--- config.mk ---
export PLATFORM = sky130hd
export DESIGN_NAME = pgv_cfg_regs
export DESIGN_NICKNAME = d
export VERILOG_FILES = /design/src/design/pgv_pkg.sv /design/src/design/pgv_cfg_regs.sv
export SDC_FILE = /design/constraint.sdc
export NUM_CORES = 1
export LEC_CHECK = 0
export BUFFER_PORTS_ARGS = -buffer_cell sky130_fd_sc_hd__buf_2
export CAP_MARGIN = 25
export CORE_AREA = 2 2 86 80
export DETAILED_ROUTE_END_ITERATION = 8
export DIE_AREA = 0 0 88 82
export PLACE_DENSITY = 0.77
export RECOVER_POWER = 50
export SLEW_MARGIN = 0
export SYNTH_ARGS = -nofsm -noshare
export SYNTH_HDL_FRONTEND = slang
export SYNTH_SLANG_ARGS = --single-unit
export TNS_END_PERCENT = 5
--- constraint.sdc ---
create_clock -name clk -period 0.8 [get_ports clk]
set_input_delay 0.16 -clock clk [delete_from_list [all_inputs] [get_ports clk]]
set_output_delay 0.16 -clock clk [all_outputs]
set_load 0.02 [all_outputs]
--- src/design/pgv_pkg.sv ---
// Shared types and constants for the particle gravity velocity update core.
package pgv_pkg;

    localparam int CFG_IDX_W  = 3;
    localparam int CFG_DATA_W = 16;

    localparam logic [CFG_IDX_W-1:0] CFG_GRAVITY_X     = 3'd0;
    localparam logic [CFG_IDX_W-1:0] CFG_GRAVITY_Y     = 3'd1;
    localparam logic [CFG_IDX_W-1:0] CFG_GRAVITY_Z     = 3'd2;
    localparam logic [CFG_IDX_W-1:0] CFG_GRAVITY_SCALE = 3'd3;
    localparam logic [CFG_IDX_W-1:0] CFG_TIME_STEP     = 3'd4;

    localparam logic [15:0] GRAVITY_X_RST     = 16'h0000;
    localparam logic [15:0] GRAVITY_Y_RST     = 16'h0000;
    localparam logic [15:0] GRAVITY_Z_RST     = 16'hF600;
    localparam logic [15:0] GRAVITY_SCALE_RST = 16'd4096;
    localparam logic [15:0] TIME_STEP_RST     = 16'd1092;

    localparam longint DIR_ONE   = 64'sd16384;
    localparam longint VEL_LIMIT = 64'sd1073741824;

    localparam int VEL_SHIFT  = 8;
    localparam int GRAV_SHIFT = 22;
    localparam int SPD_SHIFT  = 6;
    localparam int DIR_FRAC   = 14;

    localparam int MAG_W  = 31;
    localparam int SQ_W   = 62;
    localparam int LEN_W  = 32;
    localparam int QUOT_W = 15;

    typedef struct packed {
        logic signed [15:0] gravity_x;
        logic signed [15:0] gravity_y;
        logic signed [15:0] gravity_z;
        logic [15:0]        gravity_scale;
        logic [15:0]        time_step;
    } cfg_t;

    typedef struct packed {
        logic [2:0][MAG_W-1:0] mag;
        logic [2:0]            neg;
        logic                  last;
    } side_t;

endpackage

--- src/design/pgv_cfg_regs.sv ---
// Configuration register file: gravity vector, gravity scale and time step.
module pgv_cfg_regs (
    input  logic                                clk,
    input  logic                                rst_n,
    input  logic                                we,
    input  logic [pgv_pkg::CFG_IDX_W-1:0]       index,
    input  logic [pgv_pkg::CFG_DATA_W-1:0]      data,
    output pgv_pkg::cfg_t                       cfg
);
    import pgv_pkg::*;

    cfg_t cfg_reg;

    always_ff @(posedge clk or negedge rst_n)
    begin
        if (!rst_n)
        begin
            cfg_reg.gravity_x     <= GRAVITY_X_RST;
            cfg_reg.gravity_y     <= GRAVITY_Y_RST;
            cfg_reg.gravity_z     <= GRAVITY_Z_RST;
            cfg_reg.gravity_scale <= GRAVITY_SCALE_RST;
            cfg_reg.time_step     <= TIME_STEP_RST;
        end
        else if (we)
        begin
            unique case (index)
                CFG_GRAVITY_X:     cfg_reg.gravity_x     <= data;
                CFG_GRAVITY_Y:     cfg_reg.gravity_y     <= data;
                CFG_GRAVITY_Z:     cfg_reg.gravity_z     <= data;
                CFG_GRAVITY_SCALE: cfg_reg.gravity_scale <= data;
                CFG_TIME_STEP:     cfg_reg.time_step     <= data;
                default:           ;
            endcase
        end
    end

    assign cfg = cfg_reg;

endmodule

### Yosys cells after proc, flatten, opt, wreduce, memory -nomap -nowiden

Index checks and enable logic that the tools add are counted.
Widths: inputs -> output; s select.

* register bits: 80
* word-level logic and storage cells: 15
* bits of input ports: 22

* eq/ne operators: 4
* reductions and logical operators: 6

Operators with widths (count)
* $reduce_and 2->1: 5
* $eq 3x2->1 const B: 2
* $eq 3x1->1 const B: 1
* $eq 3x3->1 const B: 1
* $logic_not 3->1: 1

### Depth between registers and ports, before layout

* word-level depth: 2
* depth in mapped cells: 4

### Least setup slack after synthesis

Ideal clock, no wire load.

* path kind: input to register
* from: input port index[0] in the netlist's numbering
* to: register cfg_reg, in the netlist cfg[64]
* path slack: -0.445 ns
* library setup time: 0.125 ns
* arrival time: 1.120 ns
* stages: 3
* data required time: 0.675 ns
* cells stage by stage: nor4b_4 > buf_6 > mux2_2

* longest elaborated chain between the ends: 2

Ends and longest elaborated chain
* start, declared: RTL line pgv_cfg_regs.sv:6 `input logic [pgv_pkg::CFG_IDX_W-1:0] index,`
* $logic_not 3->1: RTL line pgv_cfg_regs.sv:26 `unique case (index)`
* $reduce_and 2->1 (no line)
* end, declared: RTL line pgv_cfg_regs.sv:12 `cfg_t cfg_reg;`

No other way between the ends.
A chain may end at the register's enable or synchronous reset.

### Final worst setup path

* from: register cfg_reg, in the netlist cfg[41]
* to: output port cfg[41] in the netlist's numbering

RTL lines
* end, declared: RTL line pgv_cfg_regs.sv:8 `output pgv_pkg::cfg_t cfg`

No word-level cell between the ends.

==> impl_metrics.ini <==
[outcome]
outcome = finished with violations
violations = setup timing

[worst_hold_path]
hp-class = in2reg
hold_end = cfg[58]
holdPathStages = 2
hp-start = data[10]

[synth]
synthAdderAreaFrac_pct = 0
muxShareOfSynthArea_pct = 29.4
synth.distinct_cells = 10
synth_compound_area_share_pct = 0
yosys_warnings = 0
syn_inst = 173
synth_seq_cells = 80
syn_area_um2 = 3060
synth_top_family_by_area = multiplexers
synth-xor-area-share_pct = 0
syn-num-nets = 195
yosys.area_share.simple_pct = 2.41
ys_seq_area_share_pct = 65.8
syn_avg_cell_area_um2 = 17.7

[cts]
h-tree-depth = 3
numCtsBuffers = 9
numClockSinks = 80
clock_path_buffers = 2
clk_latency_ns = 0.34
cts_tree = done
root_buffer = clkbuf_8
path_clk_slew_ns = 0.08

[drt]
routed_wl_um = 6940
ant_nets = 0
dr_total_vias = 1881
wl_per_cell_um = 18.0
firstDrtPassIters = 4
drt_iter0_drc = 65
viasPerCell = 4.89
drc_errors = 0

[floorplanning]
die_x_um = 88
pin_count = 102
dieHeight_um = 82
dieArea_um2 = 7220
row_count = 28
core_um2 = 6340
initial_core_util_pct = 48.3

[sta]
fin_ws_ns = -0.371
worst_pin_slew_ns = 0.311
max_freq_ghz = 0.854
setup_violations = 144
grt_setup_unrepaired = yes
hold_viol_final = 0
finalCritPeriodShare_pct = 146
finalCriticalPeriod_ns = 1.17
finalClockSkew_ns = 0
slew_headroom_pct = 79.3
timing.hold.ws_ns = 0.111
final_max_slew_viol_count = 0

[layout]
final_common_cell = buf_2
num-fill-cells = 428
antenna_cells = 0
area_growth_pct = 42.2
layout_common_cells = 72 x buf_2, 70 x dfrtp_1, 48 x mux2_4
nets = 312
largest_register_ffs = 80
drive_gt1_share_pct = 74.6

[worst_setup_path]
slowest_stage = dfstp_2
cp_top_family = flip-flops
cpPeakStageDelay_ns = 0.55
endpoint_kind = output pin
start_kind = register
r2r_start = cfg[46]
rr_endpoint = cfg[46]
path_max_fanout = 2
rrSetupSlack_ns = -0.02
cp.arrival_ns = 1.01
worstPathRequired_ns = 0.64
r2r_cells = 2
path_class = reg2out
worst-path-buf-inv = 1
cp_cell_sequence = buf_6

[run]
maxCapViolCount = 0

[global_routing]
antenna_found_initial = 0
grt_pass1_vias = 1915
grt_max_degree = 43
gr-total-overflow = 0
grt_pass1_wl_um = 10400
groute.usage.overall_pct = 19.8

[placed_design]
io_buffers = 101
place_congestion = 0.750
place_ws_ns = -0.529
hpwl_um = 4540

[pwr]
seq_power_share_pct = 43.8
finalPower_w = 0.0127
ir_worst_vdd_mv = 1.89
p_comb_share_pct = 31.7
p_sw_w = 0.00389
p_clk_share_pct = 24.6
p_int_w = 0.00878
p_sw_share_pct = 30.7
static-leakage-power_nw = 2.10
power.density_nw_per_um2 = 2910
## routing by layer
layer | share of wire, % | track usage [%]
met4 | 1.9 | 9.23
met1 | 45 | 26.9
met3 | 3.8 | 4.72
met5 | 0 | 0
met2 | 49 | 30.4
## metrics by stage
step | instances | util (%) | TNS (ns) | area (um2)
final | 385 | 68.7 | -25.33 | 4360
after global routing | 385 | 68.7 | -30.14 | 4360
after CTS | 384 | 66.2 | -25.84 | 4200
after detailed placement | 367 | 59.3 | -37.94 | 3760
after global placement | 367 | 59.3 | -36.21 | 3760
after floorplan | 173 | - | -23.41 | 3060
## power groups by stage
stage          logic [W]  registers [W]  clock network (W)
3_3_place_gp     0.00327        0.00548                  0
3_5_place_dp     0.00335        0.00552                  0
5_1_grt          0.00423        0.00566            0.00336
6_report         0.00401        0.00554            0.00311
4_1_cts          0.00373        0.00550            0.00317
2_1_floorplan   0.000855        0.00664                  0
## how the worst max path moves through the flow
| stage | startpoint | endpoint | depth (start not counted) |
|---|---|---|---|
| 3_5_place_dp | index[0] | cfg[74] | 4 |
| 2_1_floorplan | index[0] | cfg[64] | 3 |
| 6_report | cfg[41] | cfg[41] | 1 |
| 4_1_cts | cfg[28] | cfg[28] | 1 |
| 3_3_place_gp | index[0] | cfg[78] | 4 |
| 5_1_grt | cfg[28] | cfg[28] | 1 |
## logic make-up (layout without fill, tap and decap cells)
logic type             count (synthesis)  in the layout
muxes                                 80             80
DFF                                   80             80
buffers and inverters                  8            130
and+or+nand+nor                        5              5
## cell type report
cell class | count | area, um2 | area share, %
flip-flops and latches | 80 | 2010 | 46.2
multi-input cells | 85 | 1170 | 26.9
repair buffers | 114 | 855 | 19.6
clock buffers | 12 | 135 | 3.10
well taps | 90 | 113 | 2.58
clock inverters | 4 | 70.1 | 1.61
## cells in the mapped netlist
cell       n  area, um2
mux2_2    80        901
dfrtp_1   70       1750
dfstp_2   10        263
buf_6      5       56.3
and4bb_2   2       25.0
buf_2      2       10.0
buf_4      1       7.51
nand4b_2   1       15.0
nor4b_4    1       23.8
nor4bb_1   1       10.0
## timing repair
action                                  4_1_cts  5_1_grt
pin swaps                                     2        0
resized for setup                            66       47
setup buffers                                 0        1
hold endpoints to repair                     71        0
hold buffers                                  1        0
endpoints found under the setup margin      153      149
No activity file was read; power rests on OpenSTA's default activity.
